===== src/sv/tps_pkg.sv =====
// Shared types and constants for the thermal PROCHOT supervisor.
package tps_pkg;

    localparam int TEMP_W  = 8;
    localparam int TIME_W  = 32;
    localparam int CFG_W   = 32;
    localparam int IDX_W   = 3;
    localparam int PINS_W  = 3;

    localparam int STATUS_PROCHOT_BIT = 4;
    localparam int FRAC_ROUND_BIT     = 7;
    localparam logic [TEMP_W-1:0] COUNT_MAX = 8'hFF;

    typedef enum logic [IDX_W-1:0] {
        CFG_WARN_TEMP        = 3'd0,
        CFG_CLEAR_TEMP       = 3'd1,
        CFG_SHUTDOWN_TEMP    = 3'd2,
        CFG_FAIL_LIMIT       = 3'd3,
        CFG_CLEAR_POLLS      = 3'd4,
        CFG_CARRIER_DWELL_MS = 3'd5,
        CFG_SHUTDOWN_ENABLE  = 3'd6,
        CFG_CARRIER_HOT_EN   = 3'd7
    } cfg_idx_t;

    typedef struct packed {
        logic [TEMP_W-1:0] warn_temp;
        logic [TEMP_W-1:0] clear_temp;
        logic [TEMP_W-1:0] shutdown_temp;
        logic [TEMP_W-1:0] fail_limit;
        logic [TEMP_W-1:0] clear_polls;
        logic [TIME_W-1:0] carrier_dwell_ms;
        logic              shutdown_enable;
        logic              carrier_hot_enable;
    } cfg_t;

    typedef struct packed {
        logic              thermal_due;
        logic              temp_ok;
        logic [TEMP_W-1:0] temp_whole;
        logic [TEMP_W-1:0] temp_frac;
        logic              status_ok;
        logic [TEMP_W-1:0] status_byte;
        logic              carrier_hot_pin;
        logic              rapid_pin;
        logic              lid_pin;
        logic              tamper_pin;
        logic [TIME_W-1:0] now_ms;
    } in_item_t;

    typedef struct packed {
        logic              apu_prochot_on;
        logic              carrier_prochot_on;
        logic              shutdown_pulse;
        logic              warn_entered;
        logic [TEMP_W:0]   rounded_temp;
        logic              fail_alarm;
        logic              throttling;
        logic              rapid_active;
        logic              lid_active;
        logic              tamper_active;
        logic [PINS_W-1:0] pin_changed;
    } out_item_t;

    typedef struct packed {
        logic              throttle_flag;
        logic              sensor_prochot_flag;
        logic [TEMP_W-1:0] clear_poll_count;
        logic [TEMP_W-1:0] read_fail_count;
        logic              shutdown_done;
        logic              carrier_hot_flag;
        logic              carrier_clear_pending;
        logic [TIME_W-1:0] carrier_clear_start;
        logic              apu_drive;
        logic              carrier_drive;
        logic [PINS_W-1:0] last_misc_levels;
    } state_t;

endpackage


===== src/sv/thermal_prochot_supervisor_top.sv =====
// Top level of the thermal PROCHOT supervisor: request registers and result register.
//
// One input request is one monitor poll: temperature bytes, sensor status, pin
// levels and a millisecond time. Each poll produces exactly one result request
// with the PROCHOT drives, shutdown pulse, throttle entry, rounded temperature,
// fail alarm and misc pin levels with change flags.
// Channels use valid/ready; a request moves on a clock edge with both high.
// The configuration port writes one register per cycle when cfg_wr_en is high;
// write it only while no poll is in flight.
// A poll passes two register stages (input register, then the result register).
// Throughput: one poll per cycle unless the receiver stalls; the state update for
// a poll is one pass of compare and counter logic between the input register and
// the result register. When the receiver stalls, the result holds and one more
// poll may wait in the input register; in_ready drops only when both are full.
// Reset clears all supervisor state (drives released, counters zero, shutdown
// pulse rearmed) and restores the threshold registers to their defaults.
module thermal_prochot_supervisor_top
    import tps_pkg::*;
(
    input  logic              clk,
    input  logic              rst_n,
    input  logic              cfg_wr_en,
    input  logic [IDX_W-1:0]  cfg_index,
    input  logic [CFG_W-1:0]  cfg_data,
    input  logic              in_valid,
    output logic              in_ready,
    input  logic              thermal_due,
    input  logic              temp_ok,
    input  logic [TEMP_W-1:0] temp_whole,
    input  logic [TEMP_W-1:0] temp_frac,
    input  logic              status_ok,
    input  logic [TEMP_W-1:0] status_byte,
    input  logic              carrier_hot_pin,
    input  logic              rapid_pin,
    input  logic              lid_pin,
    input  logic              tamper_pin,
    input  logic [TIME_W-1:0] now_ms,
    output logic              out_valid,
    input  logic              out_ready,
    output logic              apu_prochot_on,
    output logic              carrier_prochot_on,
    output logic              shutdown_pulse,
    output logic              warn_entered,
    output logic [TEMP_W:0]   rounded_temp,
    output logic              fail_alarm,
    output logic              throttling,
    output logic              rapid_active,
    output logic              lid_active,
    output logic              tamper_active,
    output logic [PINS_W-1:0] pin_changed
);

    cfg_t      cfg;
    in_item_t  in_item_reg;
    logic      in_valid_reg;
    out_item_t res;
    out_item_t out_item_reg;
    logic      out_valid_reg;
    state_t    st;
    logic      advance;

    tps_cfg_regs u_cfg (
        .clk       (clk),
        .rst_n     (rst_n),
        .cfg_wr_en (cfg_wr_en),
        .cfg_index (cfg_index),
        .cfg_data  (cfg_data),
        .cfg       (cfg)
    );

    // move the held poll into the result register when that slot frees
    assign advance  = in_valid_reg && (!out_valid_reg || out_ready);
    assign in_ready = !in_valid_reg || advance;

    always_ff @(posedge clk or negedge rst_n)
    begin
        if (!rst_n)
        begin
            in_valid_reg  <= 1'b0;
            out_valid_reg <= 1'b0;
        end
        else
        begin
            if (in_ready)
                in_valid_reg <= in_valid;
            if (advance)
                out_valid_reg <= 1'b1;
            else if (out_ready)
                out_valid_reg <= 1'b0;
        end
    end

    always_ff @(posedge clk)
    begin
        if (in_valid && in_ready)
        begin
            in_item_reg.thermal_due     <= thermal_due;
            in_item_reg.temp_ok         <= temp_ok;
            in_item_reg.temp_whole      <= temp_whole;
            in_item_reg.temp_frac       <= temp_frac;
            in_item_reg.status_ok       <= status_ok;
            in_item_reg.status_byte     <= status_byte;
            in_item_reg.carrier_hot_pin <= carrier_hot_pin;
            in_item_reg.rapid_pin       <= rapid_pin;
            in_item_reg.lid_pin         <= lid_pin;
            in_item_reg.tamper_pin      <= tamper_pin;
            in_item_reg.now_ms          <= now_ms;
        end
        if (advance)
            out_item_reg <= res;
    end

    tps_core u_core (
        .clk     (clk),
        .rst_n   (rst_n),
        .advance (advance),
        .item    (in_item_reg),
        .cfg     (cfg),
        .res     (res),
        .st      (st)
    );

    assign out_valid          = out_valid_reg;
    assign apu_prochot_on     = out_item_reg.apu_prochot_on;
    assign carrier_prochot_on = out_item_reg.carrier_prochot_on;
    assign shutdown_pulse     = out_item_reg.shutdown_pulse;
    assign warn_entered       = out_item_reg.warn_entered;
    assign rounded_temp       = out_item_reg.rounded_temp;
    assign fail_alarm         = out_item_reg.fail_alarm;
    assign throttling         = out_item_reg.throttling;
    assign rapid_active       = out_item_reg.rapid_active;
    assign lid_active         = out_item_reg.lid_active;
    assign tamper_active      = out_item_reg.tamper_active;
    assign pin_changed        = out_item_reg.pin_changed;

`ifndef SYNTH
    // an empty result slot never blocks the input side
    a_ready_when_empty: assert property (@(posedge clk) disable iff (!rst_n)
        !out_valid_reg |-> in_ready)
        else $error("in_ready low with empty result register");

    // once shutdown was requested, no later result repeats the pulse
    a_pulse_once: assert property (@(posedge clk) disable iff (!rst_n)
        (advance && st.shutdown_done) |=> !out_item_reg.shutdown_pulse)
        else $error("shutdown pulse repeated");

    // entering the warning band always reports throttling
    a_warn_throttles: assert property (@(posedge clk) disable iff (!rst_n)
        (out_valid_reg && out_item_reg.warn_entered) |-> out_item_reg.throttling)
        else $error("warn entry without throttling");
`endif

endmodule


===== src/sv/tps_cfg_regs.sv =====
// Configuration register bank with reset thresholds.
module tps_cfg_regs
    import tps_pkg::*;
(
    input  logic             clk,
    input  logic             rst_n,
    input  logic             cfg_wr_en,
    input  logic [IDX_W-1:0] cfg_index,
    input  logic [CFG_W-1:0] cfg_data,
    output cfg_t             cfg
);

    cfg_t cfg_reg;

    always_ff @(posedge clk or negedge rst_n)
    begin
        if (!rst_n)
        begin
            cfg_reg.warn_temp          <= 8'd95;
            cfg_reg.clear_temp         <= 8'd90;
            cfg_reg.shutdown_temp      <= 8'd105;
            cfg_reg.fail_limit         <= 8'd3;
            cfg_reg.clear_polls        <= 8'd3;
            cfg_reg.carrier_dwell_ms   <= 32'd1000;
            cfg_reg.shutdown_enable    <= 1'b0;
            cfg_reg.carrier_hot_enable <= 1'b1;
        end
        else if (cfg_wr_en)
        begin
            case (cfg_index)
                CFG_WARN_TEMP:        cfg_reg.warn_temp          <= cfg_data[TEMP_W-1:0];
                CFG_CLEAR_TEMP:       cfg_reg.clear_temp         <= cfg_data[TEMP_W-1:0];
                CFG_SHUTDOWN_TEMP:    cfg_reg.shutdown_temp      <= cfg_data[TEMP_W-1:0];
                CFG_FAIL_LIMIT:       cfg_reg.fail_limit         <= cfg_data[TEMP_W-1:0];
                CFG_CLEAR_POLLS:      cfg_reg.clear_polls        <= cfg_data[TEMP_W-1:0];
                CFG_CARRIER_DWELL_MS: cfg_reg.carrier_dwell_ms   <= cfg_data[TIME_W-1:0];
                CFG_SHUTDOWN_ENABLE:  cfg_reg.shutdown_enable    <= cfg_data[0];
                CFG_CARRIER_HOT_EN:   cfg_reg.carrier_hot_enable <= cfg_data[0];
                default: ;
            endcase
        end
    end

    assign cfg = cfg_reg;

endmodule


===== src/sv/tps_core.sv =====
// Supervisor state registers and the single-pass poll update logic.
module tps_core
    import tps_pkg::*;
(
    input  logic      clk,
    input  logic      rst_n,
    input  logic      advance,
    input  in_item_t  item,
    input  cfg_t      cfg,
    output out_item_t res,
    output state_t    st
);

    state_t st_reg;
    state_t st_next;

    logic [TEMP_W-1:0] eff_limit;
    logic [TEMP_W:0]   t_round;
    logic [PINS_W-1:0] misc;
    logic [TIME_W-1:0] elapsed;
    logic              seen;
    logic              pulse;
    logic              warn_in;

    assign eff_limit = (cfg.fail_limit == '0) ? TEMP_W'(1) : cfg.fail_limit;
    assign t_round   = {1'b0, item.temp_whole} + {{TEMP_W{1'b0}}, item.temp_frac[FRAC_ROUND_BIT]};
    assign misc      = ~{item.tamper_pin, item.lid_pin, item.rapid_pin};
    assign elapsed   = item.now_ms - st_reg.carrier_clear_start;
    // carrier-hot as seen before this poll's pin update
    assign seen      = cfg.carrier_hot_enable & st_reg.carrier_hot_flag;

    always_comb
    begin
        st_next = st_reg;
        pulse   = 1'b0;
        warn_in = 1'b0;

        // temperature classification
        if (item.thermal_due)
        begin
            if (item.temp_ok)
            begin
                st_next.read_fail_count = '0;
                if (t_round >= {1'b0, cfg.shutdown_temp})
                begin
                    st_next.apu_drive     = 1'b1;
                    st_next.carrier_drive = 1'b1;
                    if (cfg.shutdown_enable && !st_reg.shutdown_done)
                    begin
                        st_next.shutdown_done = 1'b1;
                        pulse = 1'b1;
                    end
                end
                else if (t_round >= {1'b0, cfg.warn_temp})
                begin
                    if (!st_reg.throttle_flag)
                    begin
                        st_next.throttle_flag = 1'b1;
                        warn_in = 1'b1;
                    end
                    st_next.apu_drive = 1'b1;
                end
                else if (st_reg.throttle_flag && t_round < {1'b0, cfg.clear_temp})
                begin
                    st_next.throttle_flag = 1'b0;
                    if (!seen && !st_reg.sensor_prochot_flag)
                    begin
                        st_next.apu_drive     = 1'b0;
                        st_next.carrier_drive = 1'b0;
                    end
                end
            end
            else
            begin
                if (st_reg.read_fail_count != COUNT_MAX)
                    st_next.read_fail_count = st_reg.read_fail_count + 1'b1;
                if (st_next.read_fail_count >= eff_limit)
                begin
                    st_next.apu_drive     = 1'b1;
                    st_next.carrier_drive = 1'b1;
                end
            end
        end

        // sensor PROCHOT with clear-poll dwell
        if (item.status_ok && item.status_byte[STATUS_PROCHOT_BIT])
        begin
            st_next.clear_poll_count    = '0;
            st_next.carrier_drive       = 1'b1;
            st_next.sensor_prochot_flag = 1'b1;
        end
        else if (st_reg.sensor_prochot_flag)
        begin
            if (st_reg.clear_poll_count != COUNT_MAX)
                st_next.clear_poll_count = st_reg.clear_poll_count + 1'b1;
            if (st_next.clear_poll_count >= cfg.clear_polls)
            begin
                st_next.clear_poll_count = '0;
                if (!st_next.throttle_flag && !seen)
                begin
                    st_next.carrier_drive       = 1'b0;
                    st_next.sensor_prochot_flag = 1'b0;
                end
            end
        end
        else
        begin
            st_next.clear_poll_count = '0;
        end

        // carrier-hot pin with millisecond dwell
        if (cfg.carrier_hot_enable)
        begin
            if (!item.carrier_hot_pin)
            begin
                if (!st_reg.carrier_hot_flag)
                begin
                    st_next.carrier_hot_flag = 1'b1;
                    st_next.apu_drive        = 1'b1;
                    st_next.carrier_drive    = 1'b1;
                end
                st_next.carrier_clear_pending = 1'b0;
            end
            else if (st_reg.carrier_hot_flag)
            begin
                if (!st_reg.carrier_clear_pending)
                begin
                    st_next.carrier_clear_pending = 1'b1;
                    st_next.carrier_clear_start   = item.now_ms;
                end
                else if (elapsed >= cfg.carrier_dwell_ms)
                begin
                    st_next.carrier_hot_flag      = 1'b0;
                    st_next.carrier_clear_pending = 1'b0;
                    if (!st_next.throttle_flag)
                        st_next.apu_drive = 1'b0;
                end
            end
        end

        st_next.last_misc_levels = misc;

        res.apu_prochot_on     = st_next.apu_drive;
        res.carrier_prochot_on = st_next.carrier_drive;
        res.shutdown_pulse     = pulse;
        res.warn_entered       = warn_in;
        res.rounded_temp       = (item.thermal_due && item.temp_ok) ? t_round : '0;
        res.fail_alarm         = (st_next.read_fail_count >= eff_limit);
        res.throttling         = st_next.throttle_flag | st_next.sensor_prochot_flag |
                                 (cfg.carrier_hot_enable & st_next.carrier_hot_flag);
        res.rapid_active       = misc[0];
        res.lid_active         = misc[1];
        res.tamper_active      = misc[2];
        res.pin_changed        = misc ^ st_reg.last_misc_levels;
    end

    always_ff @(posedge clk or negedge rst_n)
    begin
        if (!rst_n)
            st_reg <= '0;
        else if (advance)
            st_reg <= st_next;
    end

    assign st = st_reg;

endmodule

===== config.mk =====
export PLATFORM = sky130hd
export DESIGN_NAME = thermal_prochot_supervisor_top
export DESIGN_NICKNAME = d
export VERILOG_FILES = /design/src/sv/tps_pkg.sv /design/src/sv/thermal_prochot_supervisor_top.sv /design/src/sv/tps_cfg_regs.sv /design/src/sv/tps_core.sv
export SDC_FILE = /design/constraint.sdc
export NUM_CORES = 1
export LEC_CHECK = 0
export ABC_CLOCK_PERIOD_IN_PS = 5700
export BUFFER_PORTS_ARGS = -buffer_cell sky130_fd_sc_hd__buf_4
export CAP_MARGIN = 15
export CORE_MARGIN = 2
export CORE_UTILIZATION = 26
export CTS_CLUSTER_SIZE = 16
export DETAILED_ROUTE_END_ITERATION = 12
export HOLD_SLACK_MARGIN = 0.08
export PLACE_DENSITY = 0.41
export SETUP_SLACK_MARGIN = 0.3
export SLEW_MARGIN = 20
export SYNTH_ARGS = -nofsm -noshare
export SYNTH_HDL_FRONTEND = slang
export SYNTH_SLANG_ARGS = --single-unit

===== constraint.sdc =====
create_clock -name clk -period 5.7 [get_ports clk]
set_input_delay 1.14 -clock clk [delete_from_list [all_inputs] [get_ports clk]]
set_output_delay 1.14 -clock clk [all_outputs]
set_load 0.05 [all_outputs]

==> out/metrics.csv <==
stage;metric;value;unit
finish;final_common_cell;inv_1;
finish;regArea;5490;µm²
min_path;min-delay-path-class;flop to flop;
clocking;htree_num_levels;1;
synthesis;synth_cell_types;58;
synthesis;synth_area;11500;µm²
floorplan;num_rows;77;
floorplan;die_h;215;µm
timing;hold_viol;0;
clocking;root_buffer;clkbuf_16;
status;status;completed;
routing;vias;8008;
power;power.density;445;nW/µm²
grt;grt_overflow_total;0;
placement;dp_slack;0.803;ns
routing;drt-met1-wl;14.7;mm
synthesis;synthArstFlopShare;65.7;%
worst_setup_path;crit_fanout;7;
placement;dp.cells;1773;
grt;grt_antenna_before_repair;0;
placement;numPortBuffers;111;
worst_setup_path;cp_cell_sequence;ha_1 > a21oi_1 > o21ai_1 > a22o_1 > or3_1 > o221ai_2 > a21o_1 > nor3_1 > a311o_1 > ha_1 > a21o_1 > a21o_1 > a221oi_1 > o22ai_1 > a21oi_1 > nor4b_1 > o21ai_1 > mux2_2;
power;clockPowerShare;27.9;%
synthesis;avgSynthCellArea;10.7;µm²
floorplan;fp.dieW;215;µm
worst_setup_path;setup.worst_path.start_class;flop;
worst_setup_path;worstRegToRegCells;18;
grt;grt_usage;12.8;%
timing;max_freq;0.208;GHz
clocking;post_cts_resized;0;
worst_setup_path;timing.rr.end;u_core.st[4];
synthesis;syn-num-nets;1300;
worst_setup_path;crit_type;flop to flop;
power;p_leak;0.00628;µW
timing;worst_slack;0.885;ns
placement;place_congestion;0.753;
clocking;clock_path_buffers;3;
power;p_int;4050;µW
timing;setup_violations;0;
worst_setup_path;crit_arrival;5.31;ns
finish;area_delta_synth_final;21.6;%
timing;fin_crit_sh;84.5;%
power;p_switching;2190;µW
synthesis;seq_area_frac_synth;47.6;%
routing;drt_iter0_markers;446;
power;vdd_drop_max;0.220;mV
timing;tns;0;ns
timing;rsz0062_at_grt;no;
worst_setup_path;critPathCaptureType;flop;
clocking;clock_latency;0.56;ns
timing;finalClockSkew;0.00926;ns
clocking;cts_hold_buf;0;
worst_setup_path;startpoint;in_item_reg[20];
power;p_seq_share;32.5;%
power;p_comb_share;39.6;%
worst_setup_path;crit_path_end;u_core.st[4];
clocking;clkSinkCount;204;
clocking;clk_pin_slew_worst_paths;0.06;ns
grt;grt_pass1_vias;8238;
routing;met3_wirelength;1.09;mm
worst_setup_path;regToRegSetupSlack;0.88;ns
finish;drive_gt1_share;22.6;%
routing;highest_layer;met4;
synthesis;ys_ff_latch;204;
clocking;post-cts-setup-buffers;0;
routing;drt_wl_total;29.5;mm
finish;num-fill-cells;4587;
worst_setup_path;rr_startpoint;in_item_reg[20];
synthesis;synth_edf_count;70;
timing;slew_headroom;38.9;%
synthesis;synthCells;1082;
finish;final_nets;1429;
placement;place_hpwl;21.0;mm
power;power;6240;µW
routing;ant_nets;0;
finish;multi_input_area;5460;µm²
worst_setup_path;crit_path_frequent_cell;a21o_1;
floorplan;ioPinCount;126;
timing;tightest_slew;0.916;ns
finish;largest_reg_flops;74;
grt;grt_pass1_wl;46.7;mm
power;switching_share;35.1;%
grt;grt_start_max_net_pins;88;
floorplan;dieArea;46100;µm²
synthesis;yosysWarnings;0;
floorplan;fp.coreArea;44000;µm²
routing;dr.pass1.iters;4;
finish;diodes;0;
routing;viasPerCell;4.39;
flow_run;cap_violations;0;
routing;drc;0;
worst_setup_path;cpPeakStageDelay;0.51;ns
worst_setup_path;crit_required;6.20;ns
synthesis;yosys.area.top_type;dfrtp_1;
synthesis;synth_ff_type;dfrtp_1;
worst_setup_path;crit_slowest_cell;a221oi_1;
finish;utilization;31.8;%
routing;met2WireLength;13.3;mm
synthesis;synth_top_area_share;23.7;%
routing;wl_per_cell;16.2;µm
clocking;cts_tree;done;
timing;slew_viol_final;0;
floorplan;initial_core_util;26.2;%
finish;most-common-layout-cells;inv_1, buf_4, ha_1;
finish;fin_cells;1825;
synthesis;ys_top_cells_by_area;dfrtp_1, edfxtp_1, ha_1, mux2_2, dfstp_2;
clocking;cts_buffers;28;
timing;period_needed;4.82;ns
[cell type report]
class	instances	area share [%]
flip-flops and latches	204	39.1
multi-input cells	721	38.9
repair buffers	122	6.56
clock buffers	42	5.81
well taps	592	5.28
inverters	134	3.59
clock inverters	10	0.714
[logic make-up after synthesis]
family          Yosys count  share of synthesized area, %
simple gates            241                          10.3
xor+xnor                 43                          3.27
flops                   204                          47.6
fa+ha+maj               115                          12.5
mux                      80                          7.81
buf+inv                 157                          5.11
compound gates          242                          13.4
[worst min-delay path by stage]
stage                        startpoint             to  slack, ns  depth (start not counted)
after detailed placement  u_core.st[39]  u_core.st[39]       0.45                          1
after floorplan           u_core.st[39]  u_core.st[39]       0.43                          1
after global routing      u_core.st[39]  u_core.st[39]       0.49                          1
final                     u_core.st[39]  u_core.st[39]       0.46                          1
after CTS                 u_core.st[39]  u_core.st[39]       0.46                          1
after global placement    u_core.st[39]  u_core.st[39]       0.44                          1
[synth_stat cells, drive strengths merged, types with 18 or more instances]
master	n
a21o	33
inv	134
mux2	80
clkbuf	22
dfstp	25
edfxtp	70
dfrtp	109
nand2b	18
ha	114
a21oi	53
nor2	50
nand2	80
o21ai	79
xnor2	31
[per-stage QoR]
stage	cell area (µm²)	hold slack [ns]
3_3_place_gp	13100	0.440
6_report	14000	0.465
3_5_place_dp	13100	0.449
4_1_cts	14000	0.462
5_1_grt	14000	0.488
2_1_floorplan	11500	0.429
[power groups by stage]
stage | clock network [µW] | logic (µW) | registers, µW
2_1_floorplan | 0 | 1840 | 2040
3_3_place_gp | 0 | 2470 | 2040
3_5_place_dp | 0 | 2500 | 2050
4_1_cts | 1810 | 2520 | 2030
5_1_grt | 1870 | 2840 | 2070
6_report | 1740 | 2470 | 2020
[routing by layer]
metal	vias up	track usage, %
met4	0	2.92
met3	26	2.20
met1	3773	17.9
li1	4094	-
met2	115	20.7
met5	-	0
[worst max-delay path, delay by kind of cell (launching register included)]
kind | cells | cell delay (ns)
AO/OA/AOI/OAI | 12 | 2.91
adder cells (fa/ha/maj) | 2 | 0.72
flip-flops | 1 | 0.41
multiplexers | 1 | 0.16
AND/OR/NAND/NOR | 3 | 0.54
No activity file was read; power rests on OpenSTA's default activity.
